<file path="config.mk">
export PLATFORM = sky130hd
export DESIGN_NAME = upmix_zmem
export DESIGN_NICKNAME = d
export VERILOG_FILES = /design/src/hw/rtl/upmix_pkg.sv /design/src/hw/rtl/upmix_zmem.sv
export SDC_FILE = /design/constraint.sdc
export NUM_CORES = 1
export LEC_CHECK = 0
export ABC_AREA = 1
export BUFFER_PORTS_ARGS = -buffer_cell sky130_fd_sc_hd__buf_2
export CAP_MARGIN = 10
export CORE_MARGIN = 2
export CORE_UTILIZATION = 40
export CTS_BUF_LIST = sky130_fd_sc_hd__clkbuf_16
export CTS_CLUSTER_DIAMETER = 120
export DETAILED_ROUTE_END_ITERATION = 10
export GPL_ROUTABILITY_DRIVEN = 0
export GPL_TIMING_DRIVEN = 0
export MAX_ROUTING_LAYER = met4
export PLACE_DENSITY_LB_ADDON = 0.1
export SYNTH_ARGS = -nofsm -noshare
export SYNTH_HDL_FRONTEND = slang
export SYNTH_SLANG_ARGS = --single-unit
export TNS_END_PERCENT = 30
</file>
<file path="constraint.sdc">
create_clock -name clk_i -period 1.16 [get_ports clk_i]
set_input_delay 0.116 -clock clk_i [delete_from_list [all_inputs] [get_ports clk_i]]
set_output_delay 0.116 -clock clk_i [all_outputs]
set_load 0.005 [all_outputs]
</file>
<file path="src/hw/rtl/upmix_pkg.sv">
// Shared types, register indexes, codes and defaults for the stereo upmix block.
package upmix_pkg;

  // Default number of FIR taps per surround channel.
  localparam int unsigned TAPS_DEFAULT = 32;

  // Field widths fixed by the interface.
  localparam int unsigned SAMPLE_W   = 32;
  localparam int unsigned COEF_IDX_W = 5;
  localparam int unsigned THR_W      = 31;
  localparam int unsigned MODE_W     = 2;
  localparam int unsigned CFG_IDX_W  = 2;
  localparam int unsigned CFG_DATA_W = 32;

  // Configuration register indexes.
  localparam logic [CFG_IDX_W-1:0] REG_GAIN      = 2'd0;
  localparam logic [CFG_IDX_W-1:0] REG_MODE      = 2'd1;
  localparam logic [CFG_IDX_W-1:0] REG_THRESHOLD = 2'd2;

  // Output mode codes; any other code gives left and right only.
  localparam logic [MODE_W-1:0] MODE_FULL     = 2'd0;
  localparam logic [MODE_W-1:0] MODE_SURROUND = 2'd1;

  // Input operation codes.
  localparam logic OP_SAMPLE = 1'b0;
  localparam logic OP_COEF   = 1'b1;

  // Register reset values.
  localparam logic [SAMPLE_W-1:0] GAIN_RESET = 32'h7FFF_FFFF;
  localparam logic [THR_W-1:0]    THR_RESET  = 31'h7FFF_FFFF;

  typedef struct packed {
    logic                       op;
    logic signed [SAMPLE_W-1:0] sample_left;
    logic signed [SAMPLE_W-1:0] sample_right;
    logic [COEF_IDX_W-1:0]      coef_index;
    logic signed [SAMPLE_W-1:0] coef_value;
  } in_item_t;

  typedef struct packed {
    logic signed [SAMPLE_W-1:0] out_l;
    logic signed [SAMPLE_W-1:0] out_r;
    logic signed [SAMPLE_W-1:0] out_c;
    logic signed [SAMPLE_W-1:0] out_lfe;
    logic signed [SAMPLE_W-1:0] out_ls;
    logic signed [SAMPLE_W-1:0] out_rs;
    logic                       center_valid;
    logic                       surround_valid;
  } out_item_t;

  // Sequencer states.
  typedef enum logic [2:0] {
    ST_IDLE,
    ST_GAIN,
    ST_SCALE,
    ST_WRITE,
    ST_FIR,
    ST_DRAIN,
    ST_MIX,
    ST_OUT
  } state_e;

  // Datapath strobes from the sequencer.
  typedef struct packed {
    logic capture;
    logic gain_mul;
    logic scale;
    logic acc_clear;
    logic mac_mul;
    logic mac_acc;
    logic fir_load;
    logic out_load;
  } ctl_t;

endpackage

</file>
<file path="src/hw/rtl/upmix_zmem.sv">
// Synchronous one-write one-read memory whose entries read as zero until written.
module upmix_zmem #(
  parameter int unsigned WIDTH = 32,
  parameter int unsigned DEPTH = upmix_pkg::TAPS_DEFAULT
) (
  input  logic                                  clk_i,
  input  logic                                  rst_ni,
  input  logic                                  we_i,
  input  logic [((DEPTH > 1) ? $clog2(DEPTH) : 1)-1:0] waddr_i,
  input  logic [WIDTH-1:0]                      wdata_i,
  input  logic [((DEPTH > 1) ? $clog2(DEPTH) : 1)-1:0] raddr_i,
  output logic [WIDTH-1:0]                      rdata_o
);

  logic [WIDTH-1:0] mem_q [DEPTH];
  logic [WIDTH-1:0] rdata_q;
  logic [DEPTH-1:0] vld_q;
  logic             rvld_q;

  always_ff @(posedge clk_i) begin
    if (we_i) begin
      mem_q[waddr_i] <= wdata_i;
    end
    rdata_q <= mem_q[raddr_i];
  end

  // One valid bit per entry stands in for clearing the array after reset.
  always_ff @(posedge clk_i or negedge rst_ni) begin
    if (!rst_ni) begin
      vld_q  <= '0;
      rvld_q <= 1'b0;
    end else begin
      if (we_i) begin
        vld_q[waddr_i] <= 1'b1;
      end
      rvld_q <= vld_q[raddr_i];
    end
  end

  assign rdata_o = rvld_q ? rdata_q : '0;

endmodule

</file>
==> results.yml <==
synth:
  ys_warn_count: 0
  synth-edff-count: 1024
  synth_nets: 3789
  synth-async-reset-ratio_pct: 3.030
  ys_seq_elements: 1089
  synthFlopType: "edfxtp_1"
  netlist_area_um2: 43970
  synth_area_leaders: "edfxtp_1 70%, nand2_1 13%, nand3_1 9.2%"
  synthTopCellsByCount: "1517 x nand2_1, 1024 x edfxtp_1, 804 x nand3_1, 134 x buf_2, 59 x buf_6"
  synth_area_leader_cell: "edfxtp_1"
  synth.avg_cell_area_um2: 11.75
  yosysTopAreaCellShare_pct: 69.93
  ys_seq_area_share_pct: 73.26
  postSynthCellCount: 3744
  synthDistinctLibCells: 17
  yosys.cell_count.top_type: "nand2_1"
floorplanning:
  core_area_um2: 109000
  rows: 121
  io_pins: 77
  die_area_um2: 112600
  start_util_pct: 40.34
  die-height_um: 335.6
  fp.dieW_um: 335.6
timing:
  period_share_pct: 153.7
  whs_ps: -41.38
  relSlewSlack_pct: 21.25
  maxSlewViolCount: 0
  hold_viol: 3
  fmax_ghz: 0.5610
  setup_viol: 382
  clock_skew_ps: 32.94
  period_minus_slack_ps: 1782
  setup_ws_ps: -622.4
  setup-tns-final_ps: -50450
  rsz0062_at_grt: "yes"
  worst_pin_slew_ps: 1181
detailed_routing:
  dr.pass1.iters: 5
  wl_um: 146600
  vias: 29407
  postRouteAntennaNets: 0
  drt_iter0_drc: 2762
  via_per_inst: 5.331
  wl_per_cell_um: 26.57
  drc: 0
worst_setup_path:
  cp.buffers_inverters: 3
  r2r_slack_ps: -40
  worstPathRequired_ps: 1040
  critical_path_arrival_ps: 1670
  worstSetupStartpointType: "flip-flop"
  crit_family: "flip-flops"
  end_kind: "output pin"
  slowest_delay_ps: 470
  crit_path_top_delay_cell: "dfrtp_2"
  path_class: "reg2out"
  critPathMaxFanout: 10
  timing.critical_path.cells: "clkbuf_8 > nand2_4 > inv_1 > buf_2"
cts:
  cts_num_sinks: 1089
  cts-root-buf: "clkbuf_16"
  cts_tree: "built"
  clk_path_buf_depth: 3
  htreeDepth: 3
  clkTransAtPathRegs_ps: 60
  cts_made_buffers: 116
  clk_latency_ps: 710
layout:
  multi_input_area_um2: 11370
  final_cells: 5516
  seqCellArea_um2: 32220
  synthToLayoutAreaGrowth_pct: 18.38
  drive_above_1_share_pct: 19.01
  layout.nets: 4043
  fillers: 9945
global_routing:
  grt_pass1_wl_um: 205100
  grt_pass1_vias: 28079
  overflow: 0
  antenna_found_initial: 11
  grt_max_degree: 34
  grtUsageTotal_pct: 26.59
placed_design:
  dpl.hpwl_um: 93060
  pre_cts_ws_ps: -1523
  portBuffers: 73
  dp_cells: 5257
run_status:
  failed_checks: "negative hold slack, negative setup slack"
  status: "finished, violations left"
power_and_ir_drop:
  irDropWorstVdd_uv: 1153
  p_leak_uw: 0.01973
  power_density_nw_per_um2: 1658
  p_total_uw: 86310
min_path:
  min_path_type: "in2reg"
run:
  maxCapViolations: 0
[tightest hold or removal path, cell delays in order]
cell and delay [ps]:
buf_12 120, nand3_4 150, nor2_4 90
[path summary, 6_finish.rpt]
check / start / to / cells after the start
max in group asynchronous: rst_ni / rvld_q / 2
min: waddr_i[4] / mem_q[16][3] / 3
max: rvld_q / rdata_o[30] / 4
max reg2reg: mem_q[25][9] / rdata_q[9] / 8
min in group asynchronous: rst_ni / vld_q[2] / 2
min reg2reg: vld_q[16] / vld_q[16] / 1
[flip-flops by register name (all words and copies together), names as in the netlist]
signal / count
mem_q: 1024
vld_q: 32
rdata_q: 32
rvld_q: 1
[cell usage in the layout, fill, tap and decap left out, drive strengths merged]
| master | netlist | final |
|---|---|---|
| buf | 214 | 318 |
| bufinv | 0 | 5 |
| clkbuf | 14 | 136 |
| clkinv | 0 | 58 |
| clkinvlp | 0 | 6 |
| dfrtp | 33 | 33 |
| dfxtp | 32 | 32 |
| diode | 0 | 4 |
| dlygate4sd3 | 0 | 22 |
| edfxtp | 1024 | 1024 |
| inv | 42 | 72 |
| nand2 | 1517 | 1517 |
| nand3 | 804 | 804 |
| nor2 | 32 | 39 |
| or2 | 32 | 32 |
[where the power goes]
group | internal (uW) | switching [uW] | leakage, uW | total, uW
clock | 19500 | 15500 | 0.00187 | 35000
combinational | 2060 | 5110 | 0.00799 | 7170
sequential | 43800 | 278 | 0.00987 | 44100
total | 65400 | 20900 | 0.0197 | 86300
[area by class of cell]
class / instances / area share [%]
Multi-Input combinational cell: 2392 / 21.83
Clock buffer: 119 / 5.720
Inverter: 42 / 0.3581
Tap cell: 1414 / 3.399
Clock inverter: 99 / 1.106
Buffer: 228 / 3.161
Timing Repair Buffer: 129 / 2.516
Antenna cell: 4 / 0.01923
Sequential cell: 1089 / 61.89
[what timing repair did]
action | in CTS | in global routing
gates resized for setup | 191 | 104
pin swaps | 77 | 93
gates cloned | 4 | 3
hold buffers | 18 | 5
endpoints found under the setup margin | 565 | 509
endpoints found under the hold margin | 285 | 5
buffers inserted | 4 | 4
[stage by stage]
step / hold WS (ps) / utilization (%) / instance area [um2]
2_1_floorplan: -179.6 / - / 44370
3_3_place_gp: 274.4 / 42.66 / 46500
3_5_place_dp: 273.7 / 43.17 / 47060
4_1_cts: -6.980 / 47.28 / 51540
5_1_grt: -47.35 / 47.75 / 52050
6_report: -41.38 / 47.76 / 52060
[cell families after synthesis]
family / count (synthesis) / synth area share (%)
and+or+nand+nor: 2385 / 22.83
DFF: 1089 / 73.26
buffers and inverters: 270 / 3.910
[layer usage]
metal | GRT usage (%) | share of wire (%)
met5 | - | 0
met4 | 8.091 | 2.7
met3 | 5.042 | 7.5
met2 | 41.67 | 47
met1 | 35.18 | 43
No activity file was read; power rests on OpenSTA's default activity.
