===== src/hw/rtl/upmix_pkg.sv =====
// Shared types, register indexes, codes and defaults for the stereo upmix block.
package upmix_pkg;

  // Default number of FIR taps per surround channel.
  localparam int unsigned TAPS_DEFAULT = 32;

  // Field widths fixed by the interface.
  localparam int unsigned SAMPLE_W   = 32;
  localparam int unsigned COEF_IDX_W = 5;
  localparam int unsigned THR_W      = 31;
  localparam int unsigned MODE_W     = 2;
  localparam int unsigned CFG_IDX_W  = 2;
  localparam int unsigned CFG_DATA_W = 32;

  // Configuration register indexes.
  localparam logic [CFG_IDX_W-1:0] REG_GAIN      = 2'd0;
  localparam logic [CFG_IDX_W-1:0] REG_MODE      = 2'd1;
  localparam logic [CFG_IDX_W-1:0] REG_THRESHOLD = 2'd2;

  // Output mode codes; any other code gives left and right only.
  localparam logic [MODE_W-1:0] MODE_FULL     = 2'd0;
  localparam logic [MODE_W-1:0] MODE_SURROUND = 2'd1;

  // Input operation codes.
  localparam logic OP_SAMPLE = 1'b0;
  localparam logic OP_COEF   = 1'b1;

  // Register reset values.
  localparam logic [SAMPLE_W-1:0] GAIN_RESET = 32'h7FFF_FFFF;
  localparam logic [THR_W-1:0]    THR_RESET  = 31'h7FFF_FFFF;

  typedef struct packed {
    logic                       op;
    logic signed [SAMPLE_W-1:0] sample_left;
    logic signed [SAMPLE_W-1:0] sample_right;
    logic [COEF_IDX_W-1:0]      coef_index;
    logic signed [SAMPLE_W-1:0] coef_value;
  } in_item_t;

  typedef struct packed {
    logic signed [SAMPLE_W-1:0] out_l;
    logic signed [SAMPLE_W-1:0] out_r;
    logic signed [SAMPLE_W-1:0] out_c;
    logic signed [SAMPLE_W-1:0] out_lfe;
    logic signed [SAMPLE_W-1:0] out_ls;
    logic signed [SAMPLE_W-1:0] out_rs;
    logic                       center_valid;
    logic                       surround_valid;
  } out_item_t;

  // Sequencer states.
  typedef enum logic [2:0] {
    ST_IDLE,
    ST_GAIN,
    ST_SCALE,
    ST_WRITE,
    ST_FIR,
    ST_DRAIN,
    ST_MIX,
    ST_OUT
  } state_e;

  // Datapath strobes from the sequencer.
  typedef struct packed {
    logic capture;
    logic gain_mul;
    logic scale;
    logic acc_clear;
    logic mac_mul;
    logic mac_acc;
    logic fir_load;
    logic out_load;
  } ctl_t;

endpackage


===== src/hw/rtl/upmix_ctrl.sv =====
// Sequencer: handshakes, tap walk over the delay and coefficient memories, write position.
module upmix_ctrl #(
  parameter int unsigned TAPS = upmix_pkg::TAPS_DEFAULT
) (
  input  logic                                   clk_i,
  input  logic                                   rst_ni,
  input  logic                                   in_valid_i,
  input  logic                                   op_i,
  input  logic [upmix_pkg::COEF_IDX_W-1:0]       coef_index_i,
  input  logic [upmix_pkg::MODE_W-1:0]           mode_i,
  input  logic                                   out_stall_i,
  output logic                                   in_stall_o,
  output logic                                   out_valid_o,
  output upmix_pkg::ctl_t                        ctl_o,
  output logic                                   dly_we_o,
  output logic [((TAPS > 1) ? $clog2(TAPS) : 1)-1:0] dly_waddr_o,
  output logic [((TAPS > 1) ? $clog2(TAPS) : 1)-1:0] dly_raddr_o,
  output logic                                   coef_we_o,
  output logic [((TAPS > 1) ? $clog2(TAPS) : 1)-1:0] coef_waddr_o,
  output logic [((TAPS > 1) ? $clog2(TAPS) : 1)-1:0] coef_raddr_o
);

  localparam int unsigned AW = (TAPS > 1) ? $clog2(TAPS) : 1;
  localparam logic [AW-1:0] LAST = AW'(TAPS - 1);

  upmix_pkg::state_e state_q, state_d;
  logic [AW-1:0]     cnt_q, cnt_d;
  logic [AW-1:0]     pos_q, pos_d, pos_nxt;
  logic [AW-1:0]     rd_pos_q, rd_pos_d, rd_pos_nxt;
  logic              issue_q, mul_q;
  logic              out_valid_q, out_valid_d;
  logic              out_ready;

  assign pos_nxt    = (pos_q == LAST) ? '0 : pos_q + AW'(1);
  assign rd_pos_nxt = (rd_pos_q == LAST) ? '0 : rd_pos_q + AW'(1);
  assign out_ready  = !out_valid_q || !out_stall_i;

  always_ff @(posedge clk_i or negedge rst_ni) begin
    if (!rst_ni) begin
      state_q     <= upmix_pkg::ST_IDLE;
      cnt_q       <= '0;
      pos_q       <= '0;
      rd_pos_q    <= '0;
      issue_q     <= 1'b0;
      mul_q       <= 1'b0;
      out_valid_q <= 1'b0;
    end else begin
      state_q     <= state_d;
      cnt_q       <= cnt_d;
      pos_q       <= pos_d;
      rd_pos_q    <= rd_pos_d;
      issue_q     <= (state_q == upmix_pkg::ST_FIR);
      mul_q       <= issue_q;
      out_valid_q <= out_valid_d;
    end
  end

  always_comb begin
    state_d   = state_q;
    cnt_d     = cnt_q;
    pos_d     = pos_q;
    rd_pos_d  = rd_pos_q;
    ctl_o     = '0;
    dly_we_o  = 1'b0;
    coef_we_o = 1'b0;
    case (state_q)
      upmix_pkg::ST_IDLE: begin
        if (in_valid_i) begin
          if (op_i == upmix_pkg::OP_SAMPLE) begin
            ctl_o.capture = 1'b1;
            state_d       = upmix_pkg::ST_GAIN;
          end else begin
            coef_we_o = (9'(coef_index_i) < 9'(TAPS));
          end
        end
      end
      upmix_pkg::ST_GAIN: begin
        ctl_o.gain_mul = 1'b1;
        state_d        = upmix_pkg::ST_SCALE;
      end
      upmix_pkg::ST_SCALE: begin
        ctl_o.scale = 1'b1;
        if (mode_i == upmix_pkg::MODE_FULL || mode_i == upmix_pkg::MODE_SURROUND) begin
          state_d = upmix_pkg::ST_WRITE;
        end else begin
          state_d = upmix_pkg::ST_OUT;
        end
      end
      upmix_pkg::ST_WRITE: begin
        // Newest sample goes in; the walk starts at the oldest entry just past it.
        dly_we_o        = 1'b1;
        ctl_o.acc_clear = 1'b1;
        pos_d           = pos_nxt;
        rd_pos_d        = pos_nxt;
        cnt_d           = '0;
        state_d         = upmix_pkg::ST_FIR;
      end
      upmix_pkg::ST_FIR: begin
        rd_pos_d = rd_pos_nxt;
        if (cnt_q == LAST) begin
          state_d = upmix_pkg::ST_DRAIN;
        end else begin
          cnt_d = cnt_q + AW'(1);
        end
      end
      upmix_pkg::ST_DRAIN: begin
        if (!issue_q && !mul_q) begin
          state_d = upmix_pkg::ST_MIX;
        end
      end
      upmix_pkg::ST_MIX: begin
        ctl_o.fir_load = 1'b1;
        state_d        = upmix_pkg::ST_OUT;
      end
      upmix_pkg::ST_OUT: begin
        if (out_ready) begin
          ctl_o.out_load = 1'b1;
          state_d        = upmix_pkg::ST_IDLE;
        end
      end
      default: begin
        state_d = upmix_pkg::ST_IDLE;
      end
    endcase
    ctl_o.mac_mul = issue_q;
    ctl_o.mac_acc = mul_q;
  end

  always_comb begin
    out_valid_d = out_valid_q;
    if (ctl_o.out_load) begin
      out_valid_d = 1'b1;
    end else if (out_valid_q && !out_stall_i) begin
      out_valid_d = 1'b0;
    end
  end

  assign in_stall_o   = (state_q != upmix_pkg::ST_IDLE);
  assign out_valid_o  = out_valid_q;
  assign dly_waddr_o  = pos_q;
  assign dly_raddr_o  = rd_pos_q;
  assign coef_waddr_o = AW'(coef_index_i);
  assign coef_raddr_o = LAST - cnt_q;

`ifndef SYNTH
  a_write_no_reads_in_flight: assert property (@(posedge clk_i) disable iff (!rst_ni)
    dly_we_o |-> (!issue_q && !mul_q))
    else $error("delay write while tap reads are in flight");

  a_mix_after_drain: assert property (@(posedge clk_i) disable iff (!rst_ni)
    (state_q == upmix_pkg::ST_MIX) |-> (!issue_q && !mul_q && !ctl_o.mac_acc))
    else $error("surround result taken before the accumulator settled");

  a_no_overwrite: assert property (@(posedge clk_i) disable iff (!rst_ni)
    ctl_o.out_load |-> !(out_valid_q && out_stall_i))
    else $error("output register overwritten while its transaction is stalled");

  a_coef_only_idle: assert property (@(posedge clk_i) disable iff (!rst_ni)
    coef_we_o |-> (state_q == upmix_pkg::ST_IDLE && in_valid_i && op_i == upmix_pkg::OP_COEF))
    else $error("coefficient write outside an accepted coefficient transaction");

  a_fir_walk_length: assert property (@(posedge clk_i) disable iff (!rst_ni)
    (state_q == upmix_pkg::ST_FIR && state_d == upmix_pkg::ST_DRAIN) |-> (coef_raddr_o == '0))
    else $error("tap walk ended before reaching coefficient zero");
`endif

endmodule


===== config.mk =====
export PLATFORM = sky130hd
export DESIGN_NAME = upmix_ctrl
export DESIGN_NICKNAME = d
export VERILOG_FILES = /design/src/hw/rtl/upmix_pkg.sv /design/src/hw/rtl/upmix_ctrl.sv
export SDC_FILE = /design/constraint.sdc
export NUM_CORES = 1
export LEC_CHECK = 0
export BUFFER_PORTS_ARGS = -buffer_cell sky130_fd_sc_hd__buf_2
export CORE_MARGIN = 3
export CORE_UTILIZATION = 33
export DETAILED_ROUTE_END_ITERATION = 12
export PLACE_DENSITY = 0.58
export SETUP_SLACK_MARGIN = 0.1
export SLEW_MARGIN = 40
export SYNTH_ARGS = -nofsm -noshare
export SYNTH_HDL_FRONTEND = slang
export SYNTH_SLANG_ARGS = --single-unit
export TNS_END_PERCENT = 10

===== constraint.sdc =====
create_clock -name clk_i -period 1.8 [get_ports clk_i]
set_input_delay 0.27 -clock clk_i [delete_from_list [all_inputs] [get_ports clk_i]]
set_output_delay 0.27 -clock clk_i [all_outputs]
set_load 0.01 [all_outputs]

==> PnR_summary.wiki <==
{| class="wikitable"
! Metric !! Value
|-
| Result of the run || finished, violations left
|-
| Violations in the final reports || negative setup slack
|-
| Max-slew violation total from the final report || 0
|-
| Total number of vias || 1000
|-
| Post-detailed-placement half-perimeter wirelength || 1970 um
|-
| Power Dens Cells || about 1500 nW/um^2
|-
| Share of the synthesized area in the top cell type || 0.437
|-
| Clock tree from TritonCTS || done
|-
| FF-to-FF path depth || 6
|-
| Cell type with the highest aggregate area in the netlist || dfrtp_1
|-
| Worst setup path category || register to register
|-
| Count of warnings emitted by yosys || 0
|-
| Fraction of synthesis flops using an asynchronous set or reset pin || 1.00
|-
| Number of iterations in the first detailed-routing pass || 4
|-
| CTS HTree Levels || 1
|-
| Met3 WL || between 90 and 100 um
|-
| Clock edge transition at the registers on the reported setup and hold paths || 110 ps
|-
| Setup WS post-layout || -7.35 ps
|-
| Fraction of the cycle the final worst path needs || 1.00
|-
| Commonest cells post-synth || dfrtp_1 (21), nand2_1 (13), buf_4 (9), inv_1 (7), ha_1 (6)
|-
| Vias per std cell || ~4.9
|-
| Kind of start point of the critical path || register
|-
| Upper clock frequency limit || 0.553 GHz
|-
| Critical Path RT || just over 2000 ps
|-
| Leftover overflow at the end of global routing || 0
|-
| Share of synthesized area occupied by flip-flops and latches || 0.437
|-
| Post-route design area || 1570 um^2
|-
| Number of diodes || 0
|-
| Largest clock skew in the final design || roughly 3.6 ps
|-
| Area of the core region || approximately 3400 um^2
|-
| Cell types occupying the most area after synthesis || dfrtp_1 (44%), ha_1 (6.2%), buf_4 (5.6%)
|-
| Count of unique library cells instantiated by Yosys || 34
|-
| Pin count of the biggest net entering global routing || 22
|-
| Total routing usage reported by global routing || 0.129
|-
| Iteration-0 DRC Markers || 37
|-
| Post-detailed-route wirelength per cell || roughly 12 um
|-
| Ratio of cells with drive above 1 in the final layout || 0.418
|-
| RSZ-0062 raised after global routing || true
|-
| DRC errors left || 0
|-
| Routed wire length on met2 || between 1000 and 1500 um
|-
| ANT nets after route || 0
|-
| Fin nets || roughly 180
|-
| Boundary Pins || between 40 and 50
|-
| Synth-to-layout area growth || 30.5%
|-
| Clock tree root driver cell || clkbuf_4
|-
| End of the worst register-to-register path || dly_raddr_o[3]
|-
| Worst Hold Launch || out_stall_i
|-
| Synthesized net count || between 100 and 150
|-
| Sum of routed wire segments on met1 || 1200 um
|-
| VDD IR max || around 530 uV
|-
| Slew HR || 0.688
|-
| Sink of the worst hold path || out_valid_o
|-
| Crit. End Element || register
|-
| Die ar. || 4400 um^2
|-
| Leak pwr || a little over 0.8 nW
|-
| Max clock buf depth || 2
|-
| Filler Cell Count || approximately 340
|-
| Via count of the first global-routing pass || 957
|-
| Main synth FF type || dfrtp_1
|-
| Most common cell in the netlist || dfrtp_1
|-
| Die Span Y || ~66 um
|-
| DIE WIDTH || between 60 and 70 um
|-
| Global-route wire length before repair || ~4300 um
|-
| Netlist area before placement || 1200 um^2
|-
| Count of endpoints failing hold in the final timing report || 0
|-
| Setup tns final || -7.35 ps
|-
| Clock tree sinks || 21
|-
| Std cell rows || 21
|-
| Worst hold-check slack || around 220 ps
|-
| Hold Path Stages || 3
|-
| Post-synth EDFFs || 0
|-
| Worst min-delay path category || primary input to register
|-
| Arrival time worst endpoint || between 2000 and 2500 ps
|-
| Startpoint of the lowest-slack register-to-register path || dly_raddr_o[1]
|-
| Total routed wirelength || around 2500 um
|-
| Highest routing layer actually used || met4
|-
| Transition time at the pin with the least slew margin || approximately 470 ps
|-
| Setup violation total in the final timing report || 1
|-
| Highest net fanout along the worst path || 5
|-
| Antenna violations before repair || 0
|-
| Mean post-synth cell area || 10.0 um^2
|-
| Count of state elements after synthesis || 21
|-
| PortBufs || 32
|-
| Number of clock buffers inserted by TritonCTS || 3
|-
| Initial Util || 0.352
|-
| Clock latency on the worst-skew pair || about 310 ps
|-
| Period minus WS final || 1810 ps
|-
| Gate count of the mapped netlist || 120
|-
| Setup slack of the worst register-to-register path || -7 ps
|-
| Max-Cap Viols || 0
|-
| Global placer's final weighted congestion || between 0.7 and 0.8
|-
| Post-detailed-placement cell area || around 1400 um^2
|}
worst max path at each step:
stage / start / end
global route: dly_raddr_o[1] / dly_raddr_o[3]
finish: dly_raddr_o[1] / dly_raddr_o[3]
global placement: dly_raddr_o[1] / dly_raddr_o[2]
CTS: dly_raddr_o[1] / dly_raddr_o[3]
detailed placement: dly_raddr_o[1] / dly_raddr_o[3]
floorplan: dly_raddr_o[0] / dly_raddr_o[2]
critical path: stages (launching register included):
cell	delay [ps]
dfrtp_1	410
ha_2	200
and3_4	180
ha_4	140
or4b_4	530
nor3b_2	170
a221o_1	130
cell usage in the layout, fill, tap and decap left out, types with 2 or more instances in the layout:
master,instances
a211o_1,2
a21o_1,5
a21oi_1,2
a221o_1,2
a31oi_1,2
and3_1,3
and3_4,2
buf_2,30
buf_4,12
buf_6,4
clkbuf_4,3
dfrtp_1,21
ha_2,3
ha_4,2
inv_1,7
mux2i_1,3
nand2_1,13
nand3_1,3
nor2_1,5
nor3b_1,5
nor3b_2,3
o21ai_0,2
o31ai_1,2
xnor2_1,2
report_power, final:
group          leakage, nW  internal (mW)  total [mW]  switching, mW
Sequential           0.266          0.652       0.799          0.147
Combinational        0.542          0.688        1.40          0.708
Clock               0.0150         0.0866       0.229          0.142
layout make-up:
cell class,count,area (um^2),share of cell area
clock buffers,4,26.3,0.0167
repair buffers,47,295,0.188
multi-input cells,78,632,0.403
well taps,46,57.6,0.0367
inverters,8,32.5,0.0207
flip-flops and latches,21,526,0.335
metrics by stage:
step	utilization	power [mW]	instances	setup slack, ps
6_report	0.459	2.42	204	-7.35
5_1_grt	0.459	2.67	204	-93.9
4_1_cts	0.449	2.40	204	-20.4
3_5_place_dp	0.421	2.10	198	-11.3
3_3_place_gp	0.421	2.06	198	20.0
2_1_floorplan	-	1.64	120	-14.2
sequential cells by signal (all words and copies together), names as in the netlist:
signal	cells
dly_raddr_o	5
dly_waddr_o	5
mul_q	1
cnt_q	5
state_q	3
out_valid_o	1
issue_q	1
cell families after synthesis:
kind of cell,after synthesis,synth area share
compound gates,24,0.143
xor+xnor,2,0.0146
fa+ha+maj,6,0.0624
buf+inv,21,0.0947
flops,21,0.437
mux,3,0.0250
simple gates,43,0.224
layer usage:
layer	GRT usage	vias up
li1	-	496
met1	0.171	479
met2	0.203	16
met3	0.0357	9
met4	0.0355	0
met5	0	-
timing repair:
action | in CTS | in global routing
hold endpoints to repair | 21 | 0
hold buffers | 1 | 0
gates cloned | 0 | 0
buffers inserted | 1 | 0
resized for setup | 10 | 8
pin swaps | 2 | 4
endpoints found under the setup margin | 10 | 14
(Power assumes the default switching activity.)
